[src/afs_pkg.sv]
// ----------------------------------------------------------------------------
// afs_pkg: shared types and constants for the animation frame sequencer
// Item and result payloads, operation codes, register indexes and the
// command/status bundles between controller and datapath.
// ----------------------------------------------------------------------------
package afs_pkg;

    // Fixed field widths
    localparam int AMOUNT_W  = 16;
    localparam int SLOT_W    = 4;
    localparam int INDEX_W   = 4;
    localparam int CFG_IDX_W = 2;
    localparam int CFG_DAT_W = 5;

    // Item operations
    typedef enum logic [1:0] {
        OP_TICK  = 2'd0,
        OP_START = 2'd1,
        OP_END   = 2'd2,
        OP_WRITE = 2'd3
    } t_op;

    // Configuration register indexes
    localparam logic [CFG_IDX_W-1:0] CFG_FRAME_COUNT = 2'd0;
    localparam logic [CFG_IDX_W-1:0] CFG_LOOP_START  = 2'd1;
    localparam logic [CFG_IDX_W-1:0] CFG_END_START   = 2'd2;

    typedef struct packed {
        t_op                 op;
        logic [AMOUNT_W-1:0] amount;
        logic [SLOT_W-1:0]   frame_slot;
    } t_item;

    typedef struct packed {
        logic [INDEX_W-1:0] frame_index;
        logic               changed;
        logic               past_intro;
        logic               done_res;
    } t_result;

    // Controller to datapath
    typedef struct packed {
        logic load;   // capture the item
        logic exec;   // carry out the operation / set up a tick
        logic rd;     // read tables at the current frame
        logic eval;   // spend ticks on the current frame
    } t_ctl_cmd;

    // Datapath to controller
    typedef struct packed {
        logic run_tick;   // tick has ticks to spend
        logic step_last;  // this frame step ends the tick
    } t_dp_stat;

endpackage

[src/afs_ram.sv]
// ----------------------------------------------------------------------------
// afs_ram: generic single-write, single-read RAM
// One write port, one read port with registered read data.
// ----------------------------------------------------------------------------
module afs_ram #(
    parameter int WIDTH = 16,
    parameter int DEPTH = 16
) (
    input  logic                     i_clk,
    input  logic                     i_we,
    input  logic [$clog2(DEPTH)-1:0] i_waddr,
    input  logic [WIDTH-1:0]         i_wdata,
    input  logic                     i_re,
    input  logic [$clog2(DEPTH)-1:0] i_raddr,
    output logic [WIDTH-1:0]         o_rdata
);

    logic [WIDTH-1:0] mem [DEPTH];
    logic [WIDTH-1:0] r_rdata;

    always_ff @(posedge i_clk) begin
        if (i_we) begin
            mem[i_waddr] <= i_wdata;
        end
        if (i_re) begin
            r_rdata <= mem[i_raddr];
        end
    end

    assign o_rdata = r_rdata;

endmodule

[src/afs_ctrl.sv]
// ----------------------------------------------------------------------------
// afs_ctrl: sequencer controller
// Steps each item through execute, per-frame read/evaluate and result.
// ----------------------------------------------------------------------------
module afs_ctrl (
    input  logic             i_clk,
    input  logic             i_rst_n,
    input  logic             start,
    output logic             busy,
    output logic             o_res_valid,
    input  afs_pkg::t_dp_stat i_stat,
    output afs_pkg::t_ctl_cmd o_cmd
);

    typedef enum logic [2:0] {
        S_IDLE,
        S_EXEC,
        S_RD,
        S_EVAL,
        S_OUT
    } t_state;

    t_state r_state, n_state;
    logic   r_busy;
    logic   r_res_vld;

    // Next state
    always_comb begin
        n_state = r_state;
        unique case (r_state)
            S_IDLE: begin
                if (start) n_state = S_EXEC;
            end
            S_EXEC: begin
                n_state = i_stat.run_tick ? S_RD : S_OUT;
            end
            S_RD: begin
                n_state = S_EVAL;
            end
            S_EVAL: begin
                n_state = i_stat.step_last ? S_OUT : S_RD;
            end
            S_OUT: begin
                n_state = S_IDLE;
            end
            default: begin
                n_state = S_IDLE;
            end
        endcase
    end

    // State and registered outputs
    always_ff @(posedge i_clk) begin
        if (!i_rst_n) begin
            r_state   <= S_IDLE;
            r_busy    <= 1'b0;
            r_res_vld <= 1'b0;
        end else begin
            r_state   <= n_state;
            r_busy    <= (n_state != S_IDLE);
            r_res_vld <= (n_state == S_OUT);
        end
    end

    // Datapath commands
    always_comb begin
        o_cmd.load = (r_state == S_IDLE) && start;
        o_cmd.exec = (r_state == S_EXEC);
        o_cmd.rd   = (r_state == S_RD);
        o_cmd.eval = (r_state == S_EVAL);
    end

    assign busy        = r_busy;
    assign o_res_valid = r_res_vld;

`ifndef SYNTHESIS
    // Result strobe lasts one cycle
    a_strobe_single: assert property (@(posedge i_clk) disable iff (!i_rst_n)
        r_res_vld |=> !r_res_vld)
        else $error("result strobe held longer than one cycle");

    // After a result the block is free again
    a_free_after_res: assert property (@(posedge i_clk) disable iff (!i_rst_n)
        r_res_vld |=> !r_busy)
        else $error("busy after result transfer");

    // An accepted item makes the block busy
    a_busy_on_accept: assert property (@(posedge i_clk) disable iff (!i_rst_n)
        (start && !r_busy) |=> r_busy)
        else $error("item accepted but not busy");

    // Strobe only while busy
    a_strobe_busy: assert property (@(posedge i_clk) disable iff (!i_rst_n)
        r_res_vld |-> r_busy)
        else $error("result strobe while idle");
`endif

endmodule

[src/afs_dp.sv]
// ----------------------------------------------------------------------------
// afs_dp: sequencer datapath
// Configuration registers, delay and elapsed tables, frame index, flags and
// the per-frame tick arithmetic.
// ----------------------------------------------------------------------------
module afs_dp #(
    parameter int MAX_FRAMES = 16,
    parameter int DELAY_BITS = 16
) (
    input  logic                                i_clk,
    input  logic                                i_rst_n,
    input  afs_pkg::t_ctl_cmd                   i_cmd,
    output afs_pkg::t_dp_stat                   o_stat,
    input  afs_pkg::t_item                      i_item,
    input  logic                                i_cfg_valid,
    input  logic [afs_pkg::CFG_IDX_W-1:0]       i_cfg_index,
    input  logic [afs_pkg::CFG_DAT_W-1:0]       i_cfg_data,
    output afs_pkg::t_result                    o_result
);

    localparam int FW  = $clog2(MAX_FRAMES);
    localparam int CW  = $clog2(MAX_FRAMES + 1);
    localparam int XW0 = (FW + 1 > CW) ? FW + 1 : CW;
    localparam int XW  = (XW0 > 5) ? XW0 : 5;
    localparam int AW  = afs_pkg::AMOUNT_W;
    localparam int SW  = (DELAY_BITS > AW) ? DELAY_BITS : AW;

    // Registers
    afs_pkg::t_item  r_item;
    logic [4:0]      r_fc, r_ls, r_es;
    logic [FW-1:0]   r_cur;
    logic            r_done, r_intro, r_chg;
    logic [AW-1:0]   r_rem;
    logic [MAX_FRAMES-1:0] r_el_vld;
    logic            r_vld_q;

    // Table read data
    logic [DELAY_BITS-1:0] dly_q, el_q;

    // Count, jump targets
    logic [XW-1:0] fc_x, max_x, n_x, last_x, ls_x, es_x, ls_clamp, es_clamp, cur_x;
    logic          ls_ok, es_ok, skip, intro_new;

    always_comb begin
        fc_x     = XW'(r_fc);
        max_x    = XW'(MAX_FRAMES);
        n_x      = (fc_x > max_x) ? max_x : fc_x;
        last_x   = (n_x != '0) ? n_x - XW'(1) : '0;
        ls_ok    = !r_ls[4];
        es_ok    = !r_es[4];
        ls_x     = XW'(r_ls[3:0]);
        es_x     = XW'(r_es[3:0]);
        ls_clamp = (ls_x > last_x) ? last_x : ls_x;
        es_clamp = (es_x > last_x) ? last_x : es_x;
        cur_x    = XW'(r_cur);
        skip     = (n_x < XW'(2)) || r_done;
        intro_new = !ls_ok || (cur_x >= ls_x);
    end

    // Delay write value: zero becomes one, saturate to the table width
    logic [SW-1:0] wr_v, wr_max, wr_sat;
    logic [XW-1:0] slot_x;
    logic          slot_ok, dly_we;

    always_comb begin
        wr_v    = (r_item.amount == '0) ? SW'(1) : SW'(r_item.amount);
        wr_max  = {SW{1'b1}} >> (SW - DELAY_BITS);
        wr_sat  = (wr_v > wr_max) ? wr_max : wr_v;
        slot_x  = XW'(r_item.frame_slot);
        slot_ok = slot_x < max_x;
        dly_we  = i_cmd.exec && (r_item.op == afs_pkg::OP_WRITE) && slot_ok;
    end

    // One frame step of a tick
    logic [DELAY_BITS-1:0] el_v, need;
    logic [SW-1:0]         need_s, rem_s, el_sum;
    logic [AW-1:0]         rem_left;
    logic [XW-1:0]         nxt0, nxt1, nxt2;
    logic                  partial, hit_end, wrap, finish_cnt;

    always_comb begin
        el_v       = r_vld_q ? el_q : '0;
        need       = (dly_q > el_v) ? dly_q - el_v : '0;
        need_s     = SW'(need);
        rem_s      = SW'(r_rem);
        partial    = need_s > rem_s;
        rem_left   = AW'(rem_s - need_s);
        el_sum     = SW'(el_v) + rem_s;
        nxt0       = cur_x + XW'(1);
        // first end-segment frame wraps to the loop
        nxt1       = (es_ok && ls_ok && (nxt0 == es_x)) ? ls_clamp : nxt0;
        hit_end    = nxt1 >= n_x;
        wrap       = !es_ok && ls_ok;
        finish_cnt = hit_end && !wrap;
        nxt2       = hit_end ? (wrap ? ls_clamp : last_x) : nxt1;
    end

    assign o_stat.run_tick  = (r_item.op == afs_pkg::OP_TICK) && !skip &&
                              (r_item.amount != '0);
    assign o_stat.step_last = partial || finish_cnt || (rem_left == '0);

    // Tables
    afs_ram #(
        .WIDTH (DELAY_BITS),
        .DEPTH (MAX_FRAMES)
    ) u_dly_ram (
        .i_clk   (i_clk),
        .i_we    (dly_we),
        .i_waddr (slot_x[FW-1:0]),
        .i_wdata (wr_sat[DELAY_BITS-1:0]),
        .i_re    (i_cmd.rd),
        .i_raddr (r_cur),
        .o_rdata (dly_q)
    );

    afs_ram #(
        .WIDTH (DELAY_BITS),
        .DEPTH (MAX_FRAMES)
    ) u_el_ram (
        .i_clk   (i_clk),
        .i_we    (i_cmd.eval && partial),
        .i_waddr (r_cur),
        .i_wdata (el_sum[DELAY_BITS-1:0]),
        .i_re    (i_cmd.rd),
        .i_raddr (r_cur),
        .o_rdata (el_q)
    );

    // Control state: config, frame index, flags, elapsed valid bits
    always_ff @(posedge i_clk) begin
        if (!i_rst_n) begin
            r_fc     <= '0;
            r_ls     <= 5'b11111;
            r_es     <= 5'b11111;
            r_cur    <= '0;
            r_done   <= 1'b0;
            r_intro  <= 1'b0;
            r_chg    <= 1'b0;
            r_el_vld <= '0;
        end else begin
            if (i_cfg_valid) begin
                unique case (i_cfg_index)
                    afs_pkg::CFG_FRAME_COUNT: r_fc <= i_cfg_data;
                    afs_pkg::CFG_LOOP_START:  r_ls <= i_cfg_data;
                    afs_pkg::CFG_END_START:   r_es <= i_cfg_data;
                    default: begin
                    end
                endcase
            end
            if (i_cmd.exec) begin
                r_chg <= 1'b0;
                unique case (r_item.op)
                    afs_pkg::OP_TICK: begin
                        if (!skip) r_intro <= intro_new;
                    end
                    afs_pkg::OP_START: begin
                        r_cur       <= '0;
                        r_el_vld[0] <= 1'b0;
                    end
                    afs_pkg::OP_END: begin
                        if (es_ok) r_cur <= es_clamp[FW-1:0];
                    end
                    default: begin
                    end
                endcase
            end
            if (i_cmd.eval) begin
                if (partial) begin
                    r_el_vld[r_cur] <= 1'b1;
                end else begin
                    r_el_vld[r_cur] <= 1'b0;
                    r_chg           <= 1'b1;
                    r_cur           <= nxt2[FW-1:0];
                    if (finish_cnt) r_done <= 1'b1;
                end
            end
        end
    end

    // Payload registers
    always_ff @(posedge i_clk) begin
        if (i_cmd.load) r_item <= i_item;
        if (i_cmd.exec) r_rem <= r_item.amount;
        if (i_cmd.eval) r_rem <= rem_left;
        if (i_cmd.rd)   r_vld_q <= r_el_vld[r_cur];
    end

    // Result
    logic [FW+3:0] cur_w;
    assign cur_w                = (FW + 4)'(r_cur);
    assign o_result.frame_index = cur_w[3:0];
    assign o_result.changed     = r_chg;
    assign o_result.past_intro  = r_intro;
    assign o_result.done_res    = r_done;

`ifndef SYNTHESIS
    // Finished is sticky until reset
    a_done_sticky: assert property (@(posedge i_clk) disable iff (!i_rst_n)
        r_done |=> r_done)
        else $error("finished flag dropped");
`endif

endmodule

[src/animation_frame_sequencer_unit.sv]
// ----------------------------------------------------------------------------
// animation_frame_sequencer_unit: animation frame sequencer
// Steps a frame index through a per-frame delay table with loop and end
// segments; ticks are spent across as many frames as they cover.
// ----------------------------------------------------------------------------
// Channel   Direction  Handshake                 Payload
// item      in         start && !busy            i_item (afs_pkg::t_item)
// result    out        o_res_valid (1 cycle)     o_result (afs_pkg::t_result)
// config    in         i_cfg_valid && o_cfg_ready i_cfg_index, i_cfg_data
//
// Start, end and delay-write items pass through execute and then the result state;
// the result strobes while the controller is in that result state.
// A tick adds a read and an evaluate state for each frame it steps through: each
// frame step reads the delay and elapsed RAMs (registered read) then updates.
// Synchronous active-low reset; elapsed counts clear at once through
// per-frame valid bits, so there is no clearing pass.
// Results cannot be held off; config is always ready.
// ----------------------------------------------------------------------------
module animation_frame_sequencer_unit #(
    parameter int MAX_FRAMES = 16,
    parameter int DELAY_BITS = 16
) (
    input  logic                          i_clk,
    input  logic                          i_rst_n,
    input  logic                          start,
    output logic                          busy,
    input  afs_pkg::t_item                i_item,
    output logic                          o_res_valid,
    output afs_pkg::t_result              o_result,
    input  logic                          i_cfg_valid,
    output logic                          o_cfg_ready,
    input  logic [afs_pkg::CFG_IDX_W-1:0] i_cfg_index,
    input  logic [afs_pkg::CFG_DAT_W-1:0] i_cfg_data
);

    afs_pkg::t_ctl_cmd cmd;
    afs_pkg::t_dp_stat stat;

    assign o_cfg_ready = 1'b1;

    afs_ctrl u_ctrl (
        .i_clk       (i_clk),
        .i_rst_n     (i_rst_n),
        .start       (start),
        .busy        (busy),
        .o_res_valid (o_res_valid),
        .i_stat      (stat),
        .o_cmd       (cmd)
    );

    afs_dp #(
        .MAX_FRAMES (MAX_FRAMES),
        .DELAY_BITS (DELAY_BITS)
    ) u_dp (
        .i_clk       (i_clk),
        .i_rst_n     (i_rst_n),
        .i_cmd       (cmd),
        .o_stat      (stat),
        .i_item      (i_item),
        .i_cfg_valid (i_cfg_valid),
        .i_cfg_index (i_cfg_index),
        .i_cfg_data  (i_cfg_data),
        .o_result    (o_result)
    );

endmodule
[config.mk]
export PLATFORM = sky130hd
export DESIGN_NAME = animation_frame_sequencer_unit
export DESIGN_NICKNAME = d
export VERILOG_FILES = /design/src/afs_pkg.sv /design/src/afs_ram.sv /design/src/afs_ctrl.sv /design/src/afs_dp.sv /design/src/animation_frame_sequencer_unit.sv
export SDC_FILE = /design/constraint.sdc
export NUM_CORES = 1
export LEC_CHECK = 0
export BUFFER_PORTS_ARGS = -buffer_cell sky130_fd_sc_hd__buf_4
export CELL_PAD_IN_SITES_DETAIL_PLACEMENT = 1
export CELL_PAD_IN_SITES_GLOBAL_PLACEMENT = 2
export CORE_ASPECT_RATIO = 0.7
export CORE_UTILIZATION = 50
export DETAILED_ROUTE_END_ITERATION = 10
export GPL_TIMING_DRIVEN = 0
export PLACE_DENSITY_LB_ADDON = 0.3
export REMOVE_ABC_BUFFERS = 1
export SYNTH_ARGS = -nofsm -noshare
export SYNTH_HDL_FRONTEND = slang
export SYNTH_SLANG_ARGS = --single-unit
[constraint.sdc]
create_clock -name i_clk -period 16.1 [get_ports i_clk]
set_clock_uncertainty 0.2 [all_clocks]
set_input_delay 1.61 -clock i_clk [delete_from_list [all_inputs] [get_ports i_clk]]
set_output_delay 1.61 -clock i_clk [all_outputs]
set_load 0.02 [all_outputs]
**After elaboration in Yosys (flattened, before gate mapping)**

Memory sizes are Yosys's and may differ from the RTL's. A register that Yosys moved wholly into a read port is not among the register bits.
Cells that the tools add are included.
W data, S select, Z words.

- Bits in registers: 82
- Memories kept: 2
- Input port bits: 33
- Word-level logic and storage cells: 122
- Memory bits (writable): 512

Memory list:

| memory | words | width | read ports | clocked after memory_dff | wr ports | line | source |
|---|---|---|---|---|---|---|---|
| u_dp.u_dly_ram.mem | 16 | 16 | 1 | 1 | 1 | afs_ram.sv:18 | `logic [WIDTH-1:0] mem [DEPTH];` |
| u_dp.u_el_ram.mem | 16 | 16 | 1 | 1 | 1 | afs_ram.sv:18 |  |

- Mux-type cells: 38
- Add/subtract/negate cells: 5
- Order comparisons: 12
- Equality and inequality tests: 10
- Reductions and logical operators: 33
- Bitwise operators: 5

Operators with widths:

| operator | count |
|---|---|
| $mux W16 | 7 |
| $gt A16 B16 Y1 | 2 |
| $logic_not A16 Y1 | 2 |
| $sub A16 B16 Y16 | 2 |
| $mux W4 | 7 |
| $mux W5 | 4 |
| $add A16 B16 Y16 | 1 |
| $and A16 B16 Y16 | 1 |
| $gt A16 B16 Y1 const B | 1 |
| $not A16 Y16 | 1 |
| $or A16 B16 Y16 | 1 |
| $reduce_bool A16 Y1 | 1 |
| $mux W1 | 13 |
| $pmux W3 S4 | 1 |
| $logic_and A1 B1 Y1 | 11 |
| $gt A4 B5 Y1 | 2 |
| $lt A4 B5 Y1 const B | 2 |
| $mux W3 | 3 |
| $pmux W4 S2 | 1 |
| $eq A2 B2 Y1 const B | 3 |
| $eq A3 B2 Y1 const B | 2 |
| $reduce_and A2 Y1 | 3 |
| $reduce_and A3 Y1 | 2 |
| $add A4 B1 Y5 const B | 1 |
| other kinds (20) | 29 |

**Logic depth before layout (Yosys ltp)**

- Word-level depth: 14
- Gate-level depth with buffers: 23

**By module**

From an unflattened synthesis, not the netlist that was laid out.

- Cell total of the unflattened synthesis: 1,656
- Area, all modules: 27,292.4 µm²

By module, submodules not included:

| module | sequential area each (µm²) | area each (µm²) | instances | cells each |
|---|---|---|---|---|
| afs_ram | 8,167.8 | 10,203.5 | 2 | 432 |
| afs_dp | 1,931.9 | 6,655.1 | 1 | 767 |
| afs_ctrl | 100.1 | 219.0 | 1 | 23 |
| animation_frame_sequencer_unit | 0.0 | 11.3 | 1 | 2 |

**Worst setup path after synthesis**

Ideal clock, no wire load.

- Kind: reg2reg
- Start point: register u_dp.r_vld_q
- End point: memory u_dp.u_el_ram.mem[8][0], enable pin
- Slack: 10,644 ps
- Stages on the path, launching flop included: 23
- Period minus slack after synthesis: 5,456 ps
- Path buffers: 3
- Arrival: 4,867 ps
- Cell sequence: edfxtp_1 and2_1 ha_1 inv_1 fa_1 a21o_1 a21oi_1 o21ai_0 a2111o_1 nand3_1 nand2_1 clkbuf_1 nand2_1 ha_1 buf_2 and4_1 and3_1 nand3_1 a31oi_1 o22ai_2 buf_2 nand2b_1 nor2_1

- Cells in the longest elaborated chain, start to end: 7
- Elaborated cells between the ends (all ways): 8

RTL lines:

| what | line | source |
|---|---|---|
| from (decl) | afs_dp.sv:35 | `logic r_vld_q;` |
| from (signal assigned) | afs_dp.sv:185 | `if (i_cmd.rd) r_vld_q <= r_el_vld[r_cur];` |
| $mux W16 (*) | afs_dp.sv:82 | `el_v = r_vld_q ? el_q : '0;` |
| $sub A16 B16 Y16 / $gt A16 B16 Y1 (equally long branches) | afs_dp.sv:83 | `need = (dly_q > el_v) ? dly_q - el_v : '0;` |
| $mux W16 (*) | afs_dp.sv:83 |  |
| $gt A16 B16 Y1 (*) | afs_dp.sv:86 | `partial = need_s > rem_s;` |
| $logic_and A1 B1 Y1 (*) | afs_dp.sv:121 | `.i_we (i_cmd.eval && partial),` |
| $mux W1 (*) | afs_ram.sv:22 | `if (i_we) begin` |
| $mux W1 (implied by the code) (*) | afs_ram.sv:23 | `mem[i_waddr] <= i_wdata;` |
| to (decl) | afs_ram.sv:18 |  |

Mark *: on every way between the ends. The rest lies on a longest branch, timed or not.

**Final worst setup path**

- Start point: register u_dp.r_vld_q
- End point: memory u_dp.u_el_ram.mem[9][7], enable pin

Same word-level chain as after synthesis.

==> results.tsv <==
metric	value	unit
status	completed	
register area share after synthesis	0.676	
Post-CTS Resized	0	
Hold Path Class	reg2reg	
CP endpoint kind	register	
Ys Warns	0	
area grow syn2layout	13.8	%
Post-Place Cell Area	29000	µm²
static leakage	0.0101	µW
Routed Antenna Nets	0	
Global Route Usage Sum	0.256	
CTS Buffer Depth	3	
num rows	71	
vias in the first global route	15600	
RSZ-0062 raised after global routing	false	
Setup TNS	0	ns
most frequent cell after synthesis	edfxtp_1	
Post-synth EDFFs	583	
Final Wtd Congestion	0.839	
DR WL/cell	28.4	µm
Crit path max-delay family	compound AO/OA/AOI/OAI gates	
Via Count	15000	
initial core utilization	0.506	
critical path required time	16.22	ns
largest net degree at the start of global routing	54	
Cell Pwr Density	108	nW/µm²
Critical Path Slowest Stage Cell	edfxtp_1	
Final Slew Violations	0	
router iterations before antenna repair	5	
# nets final	1763	
first-pass GRT wire length	102000	µm
clock-pin slew on the worst setup and hold paths	0.07	ns
Commonest cells post-synth	583 x edfxtp_1, 165 x mux4_2, 116 x nand2_1	
CTS sink count	626	
CTS Hold Bufs	0	
share of cells above drive strength 1	0.237	
max cap viols	0	
Worst EP arrival	7.74	ns
Total Wirelength	69100	µm
WP buf/inv	2	
Peak VDD IR	0.0865	mV
main flop type after synthesis	edfxtp_1	
initial antenna violation count	0	
grt ovf	0	
WS Path Type	reg2reg	
DRC violations left	0	
ys async rst share	0	
crit-path cells	and2_1, ha_1, inv_1, fa_1, a21o_1, a21oi_1, o21ai_0, a2111o_1, nand3_1, nand2_1, nand3b_1, ha_1, o21ai_0, a21oi_1, nand3_1, a31oi_1, o22ai_2, nand2b_1, nor2_2, buf_8	
Max-Slew Margin vs Limit	0.124	
share of the synthesized area in the top cell type	0.645	
Hold Violations, Final	0	
Syn Std Cell Area	27200	µm²
y dimension of the die	197	µm
Distinct cells, synth	79	
I/O Pins	43	
main area contributors after synthesis	edfxtp_1 64%, mux4_2 14%, ha_1 3.4%, dfxtp_1 3.2%, nand2_1 1.6%	
Post-Synthesis Cells	1582	
# H-tree levels	2	
Initial DRC Count	1551	
Via density	6.18	
TritonCTS clock tree	yes	
leading area contributor after synthesis	edfxtp_1	
Worst Tran Pin Value	1.30	ns
Core Area	53700	µm²
final worst path period share	0.473	
post-route cell area	30900	µm²
CP max stage delay	0.77	ns
Final HPWL DP	46100	µm
input/output buffers	41	
syn avg cell area	17.2	µm²
die width	281	µm
hold slack	0.368	ns
fmax	131	MHz
clk_lat worst skew	0.64	ns
postcts setup bufs	0	
Die ar.	55300	µm²
CP Max Fanout	16	
Clock Tree Root	clkbuf_16	
final setup vio count	0	
CP Launch Type	register	
Tmin final	7.62	ns
CTS Buf Count	59	
number of synthesized register bits	626	
[power by group]
group	leakage, µW	switching, µW	internal (µW)
Clock	0.000928	613	778
Combinational	0.00357	85.6	46.4
Sequential	0.00561	21.8	1800
[layout make-up]
class / count / area (µm²)
fill: 4844 / 22800
sequential: 626 / 18400
multi-input combinational: 828 / 8400
clock buffer: 74 / 1580
timing repair buffer: 88 / 1100
tap: 730 / 913
clock inverter: 37 / 347
inverter: 50 / 188
antenna: 1 / 2.50
[path summary, 6_finish.rpt]
| path | to | slack (ns) | cells past startpoint | startpoint |
|---|---|---|---|---|
| max | u_dp.u_el_ram.mem[9][7] | 8.48 | 20 | u_dp.r_vld_q |
| min | u_dp.fc_x[0] | 0.37 | 2 | u_dp.fc_x[0] |
| max reg2reg | u_dp.u_el_ram.mem[9][7] | 8.48 | 20 | u_dp.r_vld_q |
| min reg2reg | u_dp.fc_x[0] | 0.37 | 2 | u_dp.fc_x[0] |
[cell usage in the layout, fill, tap and decap left out, types with 21 or more instances in the layout]
cell type | netlist | layout
o21ai_0 | 42 | 42
ha_1 | 74 | 74
mux4_2 | 165 | 165
o21a_1 | 28 | 28
nor2_1 | 62 | 34
mux2i_1 | 22 | 22
dfxtp_1 | 43 | 39
a21oi_1 | 40 | 40
clkbuf_16 | 0 | 61
nor2_2 | 0 | 25
nor2b_1 | 22 | 21
buf_4 | 5 | 44
nand2_1 | 116 | 116
edfxtp_1 | 583 | 583
inv_1 | 48 | 48
[metal layers]
layer,part of all wire,global-route usage
met1,0.46,0.394
met2,0.46,0.388
met3,0.062,0.0396
met4,0.016,0.0528
met5,0,0
[worst min-delay path, stage by stage (launching register included)]
cell	delay (ns)
dfxtp_1	0.34
mux2i_1	0.13
nor2b_1	0.06
[per-stage QoR]
stage                     utilization  setup slack, ns  std cells  power, µW
after floorplan                     -             6.69       1504       1930
final                           0.576             8.48       2434       3340
after CTS                       0.575             8.58       2432       3360
after global routing            0.576             8.14       2433       3430
after detailed placement        0.540             8.70       2321       1990
after global placement          0.523             2.42       2275       1980
[sequential cells by signal (all words and copies together) (netlist names), 3 cells and up, named ones only]
register	cells
u_dp.u_dly_ram.mem	256
u_dp.r_item	22
u_dp.u_el_ram.o_rdata	16
u_dp.u_dly_ram.o_rdata	16
u_dp.r_cur	4
u_dp.r_es	5
u_dp.r_rem	16
u_dp.fc_x	5
u_dp.r_ls	5
u_ctrl.r_state	3
u_dp.u_el_ram.mem	256
[cell families after synthesis]
logic type | Yosys count | share of synthesized area
AO/OA/AOI/OAI | 218 | 0.0560
XOR/XNOR | 32 | 0.0103
adder cells (fa/ha/maj) | 77 | 0.0363
buffers and inverters | 128 | 0.0194
flip-flops | 626 | 0.676
multiplexers | 188 | 0.145
other | 1 | 0.000138
AND/OR/NAND/NOR | 312 | 0.0562
(Power assumes the default switching activity.)
